**config.mk**
```make
export PLATFORM = sky130hd
export DESIGN_NAME = dns_reply_address_parser_unit_flat
export DESIGN_NICKNAME = d
export VERILOG_FILES = /design/src/dra_pkg.sv /design/src/dra_byte_if.sv /design/src/dra_result_if.sv /design/src/dra_parser.sv /design/src/dra_out_queue.sv /design/src/dns_reply_address_parser_unit.sv /design/src/flat_wrapper.sv
export SDC_FILE = /design/constraint.sdc
export NUM_CORES = 1
export LEC_CHECK = 0
export ABC_AREA = 1
export BUFFER_PORTS_ARGS = -buffer_cell sky130_fd_sc_hd__buf_2
export CAP_MARGIN = 20
export CORE_ASPECT_RATIO = 0.6
export CORE_MARGIN = 1
export CORE_UTILIZATION = 33
export CTS_CLUSTER_SIZE = 14
export DETAILED_ROUTE_END_ITERATION = 10
export SLEW_MARGIN = 30
export SYNTH_ARGS = -nofsm -noshare
export SYNTH_HDL_FRONTEND = slang
export SYNTH_SLANG_ARGS = --single-unit
```
**constraint.sdc**
```tcl
create_clock -name clk -period 5.4 [get_ports clk]
set_input_delay 0 -clock clk [delete_from_list [all_inputs] [get_ports clk]]
set_output_delay 0 -clock clk [all_outputs]
set_load 0.02 [all_outputs]
```
**src/dra_pkg.sv**
```systemverilog
// DNS reply address parser: shared types and constants.
// No dependencies; dra_parser, dra_out_queue and the top level refer to this package.
package dra_pkg;

	// Parse phases, one-hot
	typedef enum logic [13:0] {
		PH_HEADER = 14'b00000000000001,
		PH_QNAME  = 14'b00000000000010,
		PH_QLABEL = 14'b00000000000100,
		PH_QPTR   = 14'b00000000001000,
		PH_QFIXED = 14'b00000000010000,
		PH_ANAME  = 14'b00000000100000,
		PH_ALABEL = 14'b00000001000000,
		PH_APTR   = 14'b00000010000000,
		PH_AFIXED = 14'b00000100000000,
		PH_ATTL   = 14'b00001000000000,
		PH_ALEN   = 14'b00010000000000,
		PH_AADDR  = 14'b00100000000000,
		PH_DONE   = 14'b01000000000000,
		PH_HALT   = 14'b10000000000000
	} phase_t;

	typedef logic [2:0] status_t;

	localparam status_t ST_OK        = 3'd0;
	localparam status_t ST_SHORT     = 3'd1;
	localparam status_t ST_ID        = 3'd2;
	localparam status_t ST_NOT_RESP  = 3'd3;
	localparam status_t ST_OPCODE    = 3'd4;
	localparam status_t ST_TRUNC     = 3'd5;
	localparam status_t ST_RCODE     = 3'd6;
	localparam status_t ST_BAD_LEN   = 3'd7;

	localparam logic KIND_ADDR   = 1'b0;
	localparam logic KIND_STATUS = 1'b1;

	localparam logic [3:0]  HDR_LAST_POS = 4'd11;
	localparam logic [7:0]  PTR_MARK     = 8'hC0;
	localparam logic [15:0] ADDR_LEN     = 16'd4;
	localparam logic [1:0]  FIELD_LAST4  = 2'd3;

	typedef struct packed {
		logic        result_kind;
		logic [31:0] ttl_seconds;
		logic [31:0] ipv4_address;
		status_t     status;
		logic [3:0]  response_code;
		logic        end_of_run;
	} result_t;

	// Results raised by one accepted byte: address record first, then status
	typedef struct packed {
		logic    rec_vld;
		logic    stat_vld;
		result_t rec;
		result_t stat;
	} push_t;

endpackage

```
**src/dra_byte_if.sv**
```systemverilog
// Byte channel into the DNS reply parser: valid/ready plus one packet byte.
// No dependencies.
interface dra_byte_if;
	logic       valid;
	logic       ready;
	logic [7:0] packet_byte;
	logic       last_byte;

	modport source (output valid, output packet_byte, output last_byte, input ready);
	modport sink   (input valid, input packet_byte, input last_byte, output ready);
endinterface

```
**src/dra_result_if.sv**
```systemverilog
// Result channel out of the DNS reply parser: valid/ready plus one result.
// No dependencies.
interface dra_result_if;
	logic        valid;
	logic        ready;
	logic        result_kind;
	logic [31:0] ttl_seconds;
	logic [31:0] ipv4_address;
	logic [2:0]  status;
	logic [3:0]  response_code;
	logic        end_of_run;

	modport source (output valid, output result_kind, output ttl_seconds,
		output ipv4_address, output status, output response_code,
		output end_of_run, input ready);
	modport sink   (input valid, input result_kind, input ttl_seconds,
		input ipv4_address, input status, input response_code,
		input end_of_run, output ready);
endinterface

```
**src/dra_parser.sv**
```systemverilog
// Byte-wise DNS reply parse state machine; one accepted beat per cycle while fire is high.
// Depends on dra_pkg.
module dra_parser (
	input  logic             clk,
	input  logic             arst_n,
	input  logic             fire,
	input  logic [7:0]       packet_byte,
	input  logic             last_byte,
	input  logic [15:0]      expected_id,
	output dra_pkg::push_t   push
);

	dra_pkg::phase_t    phase_q, phase_d;
	logic [3:0]         hpos_q, hpos_d;
	dra_pkg::status_t   err_q, err_d;
	logic [15:0]        rid_q, rid_d;
	logic [15:0]        flags_q, flags_d;
	logic [15:0]        qleft_q, qleft_d;
	logic [15:0]        aleft_q, aleft_d;
	logic [7:0]         skip_q, skip_d;
	logic [1:0]         idx_q, idx_d;
	logic [31:0]        ttl_q, ttl_d;
	logic [7:0]         lenhi_q, lenhi_d;
	logic [23:0]        addr_q, addr_d;
	dra_pkg::status_t   hdr_st;
	dra_pkg::status_t   end_st;
	logic               is_q;

	// Header verdict, earliest failing check wins
	always_comb begin
		if (rid_q != expected_id) begin
			hdr_st = dra_pkg::ST_ID;
		end else if (!flags_q[15]) begin
			hdr_st = dra_pkg::ST_NOT_RESP;
		end else if (flags_q[14:11] != 4'd0) begin
			hdr_st = dra_pkg::ST_OPCODE;
		end else if (flags_q[9]) begin
			hdr_st = dra_pkg::ST_TRUNC;
		end else if (flags_q[3:0] != 4'd0) begin
			hdr_st = dra_pkg::ST_RCODE;
		end else begin
			hdr_st = dra_pkg::ST_OK;
		end
	end

	always_comb begin
		phase_d = phase_q;
		hpos_d  = hpos_q;
		err_d   = err_q;
		rid_d   = rid_q;
		flags_d = flags_q;
		qleft_d = qleft_q;
		aleft_d = aleft_q;
		skip_d  = skip_q;
		idx_d   = idx_q;
		ttl_d   = ttl_q;
		lenhi_d = lenhi_q;
		addr_d  = addr_q;
		is_q    = 1'b0;
		push    = '0;

		case (phase_q)
			dra_pkg::PH_HEADER: begin
				case (hpos_q)
					4'd0: rid_d = {packet_byte, 8'h00};
					4'd1: rid_d = {rid_q[15:8], packet_byte};
					4'd2: flags_d = {packet_byte, 8'h00};
					4'd3: flags_d = {flags_q[15:8], packet_byte};
					4'd4: qleft_d = {packet_byte, 8'h00};
					4'd5: qleft_d = {qleft_q[15:8], packet_byte};
					4'd6: aleft_d = {packet_byte, 8'h00};
					4'd7: aleft_d = {aleft_q[15:8], packet_byte};
					default: ;
				endcase
				hpos_d = hpos_q + 4'd1;
				if (hpos_q == dra_pkg::HDR_LAST_POS) begin
					err_d = hdr_st;
					if (hdr_st != dra_pkg::ST_OK) begin
						phase_d = dra_pkg::PH_HALT;
					end else if (qleft_q != 16'd0) begin
						phase_d = dra_pkg::PH_QNAME;
					end else if (aleft_q != 16'd0) begin
						phase_d = dra_pkg::PH_ANAME;
					end else begin
						phase_d = dra_pkg::PH_DONE;
					end
				end
			end
			dra_pkg::PH_QNAME, dra_pkg::PH_ANAME: begin
				is_q = (phase_q == dra_pkg::PH_QNAME);
				if (packet_byte == 8'd0) begin
					idx_d   = 2'd0;
					phase_d = is_q ? dra_pkg::PH_QFIXED : dra_pkg::PH_AFIXED;
				end else if ((packet_byte & dra_pkg::PTR_MARK) == dra_pkg::PTR_MARK) begin
					phase_d = is_q ? dra_pkg::PH_QPTR : dra_pkg::PH_APTR;
				end else begin
					skip_d  = packet_byte;
					phase_d = is_q ? dra_pkg::PH_QLABEL : dra_pkg::PH_ALABEL;
				end
			end
			dra_pkg::PH_QLABEL, dra_pkg::PH_ALABEL: begin
				is_q   = (phase_q == dra_pkg::PH_QLABEL);
				skip_d = skip_q - 8'd1;
				if (skip_q == 8'd1) begin
					phase_d = is_q ? dra_pkg::PH_QNAME : dra_pkg::PH_ANAME;
				end
			end
			dra_pkg::PH_QPTR, dra_pkg::PH_APTR: begin
				is_q    = (phase_q == dra_pkg::PH_QPTR);
				idx_d   = 2'd0;
				phase_d = is_q ? dra_pkg::PH_QFIXED : dra_pkg::PH_AFIXED;
			end
			dra_pkg::PH_QFIXED: begin
				idx_d = idx_q + 2'd1;
				if (idx_q == dra_pkg::FIELD_LAST4) begin
					qleft_d = qleft_q - 16'd1;
					if (qleft_q != 16'd1) begin
						phase_d = dra_pkg::PH_QNAME;
					end else if (aleft_q != 16'd0) begin
						phase_d = dra_pkg::PH_ANAME;
					end else begin
						phase_d = dra_pkg::PH_DONE;
					end
				end
			end
			dra_pkg::PH_AFIXED: begin
				idx_d = idx_q + 2'd1;
				if (idx_q == dra_pkg::FIELD_LAST4) begin
					phase_d = dra_pkg::PH_ATTL;
				end
			end
			dra_pkg::PH_ATTL: begin
				ttl_d = {ttl_q[23:0], packet_byte};
				idx_d = idx_q + 2'd1;
				if (idx_q == dra_pkg::FIELD_LAST4) begin
					phase_d = dra_pkg::PH_ALEN;
				end
			end
			dra_pkg::PH_ALEN: begin
				if (idx_q == 2'd0) begin
					lenhi_d = packet_byte;
					idx_d   = 2'd1;
				end else begin
					idx_d = 2'd0;
					if ({lenhi_q, packet_byte} != dra_pkg::ADDR_LEN) begin
						err_d   = dra_pkg::ST_BAD_LEN;
						phase_d = dra_pkg::PH_HALT;
					end else begin
						phase_d = dra_pkg::PH_AADDR;
					end
				end
			end
			dra_pkg::PH_AADDR: begin
				addr_d = {addr_q[15:0], packet_byte};
				idx_d  = idx_q + 2'd1;
				if (idx_q == dra_pkg::FIELD_LAST4) begin
					push.rec_vld              = fire;
					push.rec.result_kind      = dra_pkg::KIND_ADDR;
					push.rec.ttl_seconds      = ttl_q;
					push.rec.ipv4_address     = {addr_q, packet_byte};
					push.rec.status           = dra_pkg::ST_OK;
					push.rec.response_code    = 4'd0;
					push.rec.end_of_run       = !last_byte;
					aleft_d = aleft_q - 16'd1;
					phase_d = (aleft_q != 16'd1) ? dra_pkg::PH_ANAME : dra_pkg::PH_DONE;
				end
			end
			default: ;
		endcase

		// End-of-packet status reflects the state after this beat
		if (phase_d == dra_pkg::PH_HALT) begin
			end_st = err_d;
		end else if (phase_d == dra_pkg::PH_DONE) begin
			end_st = dra_pkg::ST_OK;
		end else begin
			end_st = dra_pkg::ST_SHORT;
		end
		push.stat_vld              = fire && last_byte;
		push.stat.result_kind      = dra_pkg::KIND_STATUS;
		push.stat.ttl_seconds      = 32'd0;
		push.stat.ipv4_address     = 32'd0;
		push.stat.status           = end_st;
		push.stat.response_code    = (end_st == dra_pkg::ST_RCODE) ? flags_d[3:0] : 4'd0;
		push.stat.end_of_run       = 1'b1;
	end

	// Control state; cleared after the final beat of a packet
	always_ff @(posedge clk or negedge arst_n) begin
		if (!arst_n) begin
			phase_q <= dra_pkg::PH_HEADER;
			hpos_q  <= 4'd0;
			err_q   <= dra_pkg::ST_OK;
		end else if (fire) begin
			if (last_byte) begin
				phase_q <= dra_pkg::PH_HEADER;
				hpos_q  <= 4'd0;
				err_q   <= dra_pkg::ST_OK;
			end else begin
				phase_q <= phase_d;
				hpos_q  <= hpos_d;
				err_q   <= err_d;
			end
		end
	end

	// Gathered fields; each is rewritten before it is read
	always_ff @(posedge clk) begin
		if (fire) begin
			rid_q   <= rid_d;
			flags_q <= flags_d;
			qleft_q <= qleft_d;
			aleft_q <= aleft_d;
			skip_q  <= skip_d;
			idx_q   <= idx_d;
			ttl_q   <= ttl_d;
			lenhi_q <= lenhi_d;
			addr_q  <= addr_d;
		end
	end

endmodule

```
**src/dra_out_queue.sv**
```systemverilog
// Result queue: takes up to two results per cycle, hands out one per beat.
// Depends on dra_pkg.
module dra_out_queue #(
	parameter int DEPTH = 4
) (
	input  logic              clk,
	input  logic              arst_n,
	input  dra_pkg::push_t    push,
	input  logic              pop,
	output logic              has_room,
	output logic              not_empty,
	output dra_pkg::result_t  head
);

	localparam int PW = (DEPTH > 1) ? $clog2(DEPTH) : 1;
	localparam int CW = $clog2(DEPTH + 1);
	localparam logic [PW-1:0] LAST_SLOT = PW'(DEPTH - 1);
	localparam logic [CW-1:0] ROOM_MAX  = CW'(DEPTH - 2);

	dra_pkg::result_t   slot_q [DEPTH];
	logic [PW-1:0]      wp_q, rp_q, wp_nx;
	logic [CW-1:0]      cnt_q;
	logic [1:0]         n_push;
	dra_pkg::result_t   first;

	assign wp_nx     = (wp_q == LAST_SLOT) ? '0 : wp_q + PW'(1);
	assign n_push    = {1'b0, push.rec_vld} + {1'b0, push.stat_vld};
	assign first     = push.rec_vld ? push.rec : push.stat;
	assign not_empty = (cnt_q != '0);
	assign has_room  = (cnt_q <= ROOM_MAX);
	assign head      = slot_q[rp_q];

	always_ff @(posedge clk) begin
		if (n_push != 2'd0) begin
			slot_q[wp_q] <= first;
		end
		if (n_push == 2'd2) begin
			slot_q[wp_nx] <= push.stat;
		end
	end

	always_ff @(posedge clk or negedge arst_n) begin
		if (!arst_n) begin
			wp_q  <= '0;
			rp_q  <= '0;
			cnt_q <= '0;
		end else begin
			case (n_push)
				2'd1:    wp_q <= wp_nx;
				2'd2:    wp_q <= (wp_nx == LAST_SLOT) ? '0 : wp_nx + PW'(1);
				default: ;
			endcase
			if (pop) begin
				rp_q <= (rp_q == LAST_SLOT) ? '0 : rp_q + PW'(1);
			end
			cnt_q <= cnt_q + CW'(n_push) - CW'(pop);
		end
	end

endmodule

```
**src/dns_reply_address_parser_unit.sv**
```systemverilog
// DNS reply address parser, top level: byte sink, result source, ID register.
// Depends on dra_pkg, dra_byte_if, dra_result_if, dra_parser, dra_out_queue.
//
//  channel   dir  beat carries                                  handshake
//  --------  ---  --------------------------------------------  ------------
//  pkt       in   packet_byte, last_byte                        valid/ready
//  rsp       out  result_kind, ttl_seconds, ipv4_address,       valid/ready
//                 status, response_code, end_of_run
//  cfg       in   cfg_wr_data (expected_id)                     cfg_wr_en
//
// One byte per cycle: a byte beat is parsed in the cycle it is accepted and its
// results (address record, end-of-packet status, or both) enter the result queue
// at that edge, so the first result can leave in the cycle after its byte.
// pkt.ready is high while the queue has room for two more results; with rsp always
// ready it never drops. Reset puts the parser in the header phase, empties the
// queue and zeroes expected_id. A stall on rsp backs up the queue, then pkt.
module dns_reply_address_parser_unit #(
	parameter int QUEUE_DEPTH = 4
) (
	input  logic          clk,
	input  logic          arst_n,
	dra_byte_if.sink      pkt,
	dra_result_if.source  rsp,
	input  logic          cfg_wr_en,
	input  logic [15:0]   cfg_wr_data
);

	logic [15:0]        expected_id_q;
	logic               in_fire;
	logic               out_fire;
	logic               has_room;
	logic               not_empty;
	dra_pkg::push_t     push;
	dra_pkg::result_t   head;

	// Expected query ID; the user must write it only while no packet is in flight (not enforced here)
	always_ff @(posedge clk or negedge arst_n) begin
		if (!arst_n) begin
			expected_id_q <= 16'd0;
		end else if (cfg_wr_en) begin
			expected_id_q <= cfg_wr_data;
		end
	end

	assign pkt.ready = has_room;
	assign in_fire   = pkt.valid && has_room;
	assign out_fire  = not_empty && rsp.ready;

	dra_parser u_parser (
		.clk         (clk),
		.arst_n      (arst_n),
		.fire        (in_fire),
		.packet_byte (pkt.packet_byte),
		.last_byte   (pkt.last_byte),
		.expected_id (expected_id_q),
		.push        (push)
	);

	dra_out_queue #(
		.DEPTH (QUEUE_DEPTH)
	) u_queue (
		.clk       (clk),
		.arst_n    (arst_n),
		.push      (push),
		.pop       (out_fire),
		.has_room  (has_room),
		.not_empty (not_empty),
		.head      (head)
	);

	// Result beat straight from the queue head
	assign rsp.valid         = not_empty;
	assign rsp.result_kind   = head.result_kind;
	assign rsp.ttl_seconds   = head.ttl_seconds;
	assign rsp.ipv4_address  = head.ipv4_address;
	assign rsp.status        = head.status;
	assign rsp.response_code = head.response_code;
	assign rsp.end_of_run    = head.end_of_run;

endmodule
```
**src/flat_wrapper.sv**
```systemverilog
// flat-port wrapper written by rule: the top's interface ports become plain ports
module dns_reply_address_parser_unit_flat 
#(
	parameter int QUEUE_DEPTH = 4
)
  (clk, arst_n, cfg_wr_en, cfg_wr_data, pkt_valid, pkt_packet_byte, pkt_last_byte, pkt_ready, rsp_valid, rsp_result_kind, rsp_ttl_seconds, rsp_ipv4_address, rsp_status, rsp_response_code, rsp_end_of_run, rsp_ready);
  dra_byte_if pkt_i ();
  dra_result_if rsp_i ();
  input  logic clk;
  input  logic arst_n;
  input  logic cfg_wr_en;
  input  logic [15:0] cfg_wr_data;
  input wire logic [$bits(pkt_i.valid)-1:0] pkt_valid;
  input wire logic [$bits(pkt_i.packet_byte)-1:0] pkt_packet_byte;
  input wire logic [$bits(pkt_i.last_byte)-1:0] pkt_last_byte;
  output wire logic [$bits(pkt_i.ready)-1:0] pkt_ready;
  output wire logic [$bits(rsp_i.valid)-1:0] rsp_valid;
  output wire logic [$bits(rsp_i.result_kind)-1:0] rsp_result_kind;
  output wire logic [$bits(rsp_i.ttl_seconds)-1:0] rsp_ttl_seconds;
  output wire logic [$bits(rsp_i.ipv4_address)-1:0] rsp_ipv4_address;
  output wire logic [$bits(rsp_i.status)-1:0] rsp_status;
  output wire logic [$bits(rsp_i.response_code)-1:0] rsp_response_code;
  output wire logic [$bits(rsp_i.end_of_run)-1:0] rsp_end_of_run;
  input wire logic [$bits(rsp_i.ready)-1:0] rsp_ready;
  assign pkt_i.valid = pkt_valid;
  assign pkt_i.packet_byte = pkt_packet_byte;
  assign pkt_i.last_byte = pkt_last_byte;
  assign pkt_ready = pkt_i.ready;
  assign rsp_valid = rsp_i.valid;
  assign rsp_result_kind = rsp_i.result_kind;
  assign rsp_ttl_seconds = rsp_i.ttl_seconds;
  assign rsp_ipv4_address = rsp_i.ipv4_address;
  assign rsp_status = rsp_i.status;
  assign rsp_response_code = rsp_i.response_code;
  assign rsp_end_of_run = rsp_i.end_of_run;
  assign rsp_i.ready = rsp_ready;
  dns_reply_address_parser_unit #(.QUEUE_DEPTH(QUEUE_DEPTH)) u_core (.clk(clk), .arst_n(arst_n), .pkt(pkt_i), .rsp(rsp_i), .cfg_wr_en(cfg_wr_en), .cfg_wr_data(cfg_wr_data));
endmodule
```
==> impl_metrics.ini <==
[detailed_routing]
vias = 18230
drt-wirelength-per-cell_um = 19.30
drt-initial-drc-count = 2034
routed_wl_mm = 65.34
viasPerCell = 5.385
first_pass_iters = 5
ant_nets = 0
drcViolationCount = 0

[pwr]
leakagePower_uw = 0.008979
p_per_area_nw_per_um2 = 458.6
ir_worst_vdd_uv = 283.7
power_uw = 10970

[layout]
syn2layout_area_growth_pct = 15.97
fin_area_sq_um = 23920
final_nets = 2580
ff_latch_area_sq_um = 11200
drive_above_1_share_pct = 10.48
fill_cells = 6209
multi_input_area_sq_um = 8298
final_util_pct = 39.01
num_antenna_cells = 0

[clock_tree]
clockRootBuffer = clkbuf_16
clock_latency_ps = 580
cts_tree = done
post-cts-setup-buffers = 0
clock_path_buffers = 3
cts_max_level = 2
clock_sinks = 468
clkTransAtPathRegs_ps = 60
cts_buffers = 45

[sta]
final.min_clock_period_ps = 3822
period_share_pct = 70.78
worst_slew_pin_slew_ps = 1025
finalSetupTns_ps = 0
clock_skew_ps = 29.45
fmax_mhz = 261.6
hold_viol = 0
finalSetupViolCount = 0
rsz0062_at_grt = false
relSlewSlack_pct = 31.65
maxSlewViolCount = 0

[flow_run]
maxCapViolations = 0

[setup_path]
critPathSlowestCell = buf_4
crit_top_cell = nand2_2
cp-end-kind = register
cp_top_family = buffers and inverters
path_buf_inv = 6
crit_required_ps = 5820
crit_path_cell_trace = nor2_2 > nand2_2 > inv_2 > nand2_2 > nor3_4 > buf_4 > inv_2 > nor2_2 > nand2_1 > inv_2 > ha_1 > nand2_2 > buf_4 > nand2_2 > buf_4 > o21ai_0
arrival_ps = 4240
worst-r2r-cell-count = 16
worstSetupPathType = reg -> reg
cp.depth = 16
max_stage_delay_ps = 650
path_max_fanout = 68
start_kind = register

[logic_synthesis]
seq_area_frac_synth_pct = 54.27
synth_cell_types = 50
yosysTopAreaCell = dfxtp_1
postSynthCellCount = 2429
ys.flop_type = dfxtp_1
syn_nets = 2489
synthArstFlopShare_pct = 9.402
avgSynthCellArea_sq_um = 8.491
yosys-top-cells-area = dfxtp_1, edfxtp_1, o21ai_0
ys_warn_count = 0
ys_ff_latch = 468
netlist_area_sq_um = 20620
synth.top_cell.area_share_pct = 25.63
synth_edf_count = 160

[place]
place_hpwl_mm = 40.63
routabilityCongestion = 0.8967
io_buffer_count = 104
post_dp_cell_area_sq_um = 21860

[die]
ios = 105
die_h_um = 195.6
die_w_um = 324.7
fp.dieArea_sq_um = 63530
rows = 70
core_sq_um = 61310
start_util_pct = 33.64

[global_route]
grt_usage_pct = 20.09
grt_max_degree = 79
grt_pass1_wl_mm = 101.2
antenna_found_initial = 2
grt_pass1_vias = 17490
grt_overflow = 0

[outcome]
status = finished clean

[hold_path]
min_path_type = in -> async
[per-layer routing]
layer / global-route usage, % / share of wire, % / vias to the layer above
li1: - / - / 8501
met1: 30.68 / 48 / 8835
met2: 29.28 / 41 / 805
met3: 3.362 / 9.3 / 86
met4: 4.403 / 1.7 / 0
met5: 0 / 0 / -
[timing repair]
action                    4_1_cts  5_1_grt
hold endpoints to repair      131        0
hold buffers                   59        0
gates resized for setup         0        0
[worst register-to-register path: stages, from the launching register on]
cell and delay [ps]:
dfrtp_1 430, nor2_2 180, nand2_2 130, inv_2 130
nand2_2 90, nor3_4 110, buf_4 260, inv_2 110
nor2_2 110, nand2_1 140, inv_2 90, ha_1 330
nand2_2 70, buf_4 400, nand2_2 190, buf_4 650
o21ai_0 260
[cell usage in the layout, fill, tap and decap left out, types with 7 or more instances in the layout]
cell,netlist,final
nand4_1,17,17
nand2_1,325,316
nand3_1,248,248
buf_4,2,26
a21oi_1,20,20
dlygate4sd3_1,0,59
clkbuf_16,0,47
nand3_2,7,7
edfxtp_1,160,160
dfrtp_1,43,41
nor2_2,11,13
xor2_1,11,11
nor2_4,7,8
o31ai_1,13,13
buf_2,5,104
clkbuf_1,135,16
inv_1,158,156
o22ai_1,83,83
dfxtp_1,264,264
clkinv_2,0,7
xnor2_1,14,14
nand2_2,7,16
o21ai_0,480,480
nor3_1,23,21
ha_1,29,29
nor2_1,303,300
[final timing paths]
| path | slack (ps) | endpoint | startpoint |
|---|---|---|---|
| max in group asynchronous | 4780 | u_core.u_queue.rp_q[0] | arst_n |
| min in group clk | 200 | u_core.u_parser.err_q[0] | pkt_valid |
| max | 1580 | u_core.u_queue.slot_q[0][31] | u_core.u_parser.phase_q[1] |
| max reg2reg | 1580 | u_core.u_queue.slot_q[0][31] | u_core.u_parser.phase_q[1] |
| min reg2reg | 440 | u_core.u_parser.ttl_q[14] | u_core.u_parser.ttl_q[6] |
| min | 80 | u_core.u_parser.phase_q[3] | arst_n |
[power breakdown]
| group | leakage (uW) | switching (uW) | total (uW) | internal (uW) |
|---|---|---|---|---|
| sequential | 0.00413 | 209 | 4100 | 3890 |
| combinational | 0.00413 | 2690 | 3680 | 993 |
| clock | 0.000715 | 1410 | 3190 | 1780 |
| total | 0.00898 | 4310 | 11000 | 6660 |
[registers in the layout, summed over array words and instances, names as in the netlist, 3 cells and up]
register	cells
u_core.u_parser.qleft_q	16
u_core.u_parser.ttl_q	32
u_core.u_parser.rid_q	16
u_core.u_queue.slot_q	292
u_core.u_parser.flags_q	10
u_core.u_parser.lenhi_q	8
u_core.u_queue.cnt_q	3
u_core.u_parser.phase_q	14
u_core.u_parser.skip_q	8
u_core.u_parser.aleft_q	16
u_core.u_parser.addr_q	24
u_core.u_parser.hpos_q	4
u_core.u_parser.err_q	3
u_core.expected_id_q	16
[cells by family (layout without fill, tap and decap cells)]
logic type,Yosys count,after routing,synth area share (%)
compound gates,622,622,16.09
xor+xnor,25,25,1.062
fa+ha+maj,30,30,1.856
buf+inv,308,436,5.745
flops,468,468,54.27
simple gates,976,976,20.98
[synth_stat cells (5+ instances only)]
master / number
nand4_1: 17
nor3_1: 23
nand3_2: 7
dfxtp_1: 264
nand2_2: 7
clkbuf_1: 135
o211ai_1: 5
o21ai_0: 480
nor2_4: 7
nand2_1: 325
inv_1: 158
xor2_1: 11
ha_1: 29
dfrtp_1: 43
xnor2_1: 14
nand3_1: 248
nor2_2: 11
nor2_1: 303
edfxtp_1: 160
buf_2: 5
a21oi_1: 20
o31ai_1: 13
o22ai_1: 83
[cell type report]
| cell class | count | share of cell area, % |
|---|---|---|
| Clock buffer | 68 | 5.456 |
| Clock inverter | 16 | 0.6696 |
| Inverter | 163 | 2.574 |
| Multi-Input combinational cell | 1653 | 34.69 |
| Sequential cell | 468 | 46.81 |
| Tap cell | 828 | 4.331 |
| Timing Repair Buffer | 189 | 5.461 |
[per-stage QoR]
step,worst slack [ps],hold slack (ps),std cells
finish,1578,82.13,3385
CTS,1613,86.96,3385
global placement,1717,146.4,3242
detailed placement,1617,157.7,3242
global route,1243,153.8,3385
floorplan,1406,-295.6,2429
No activity file was read; power rests on OpenSTA's default activity.
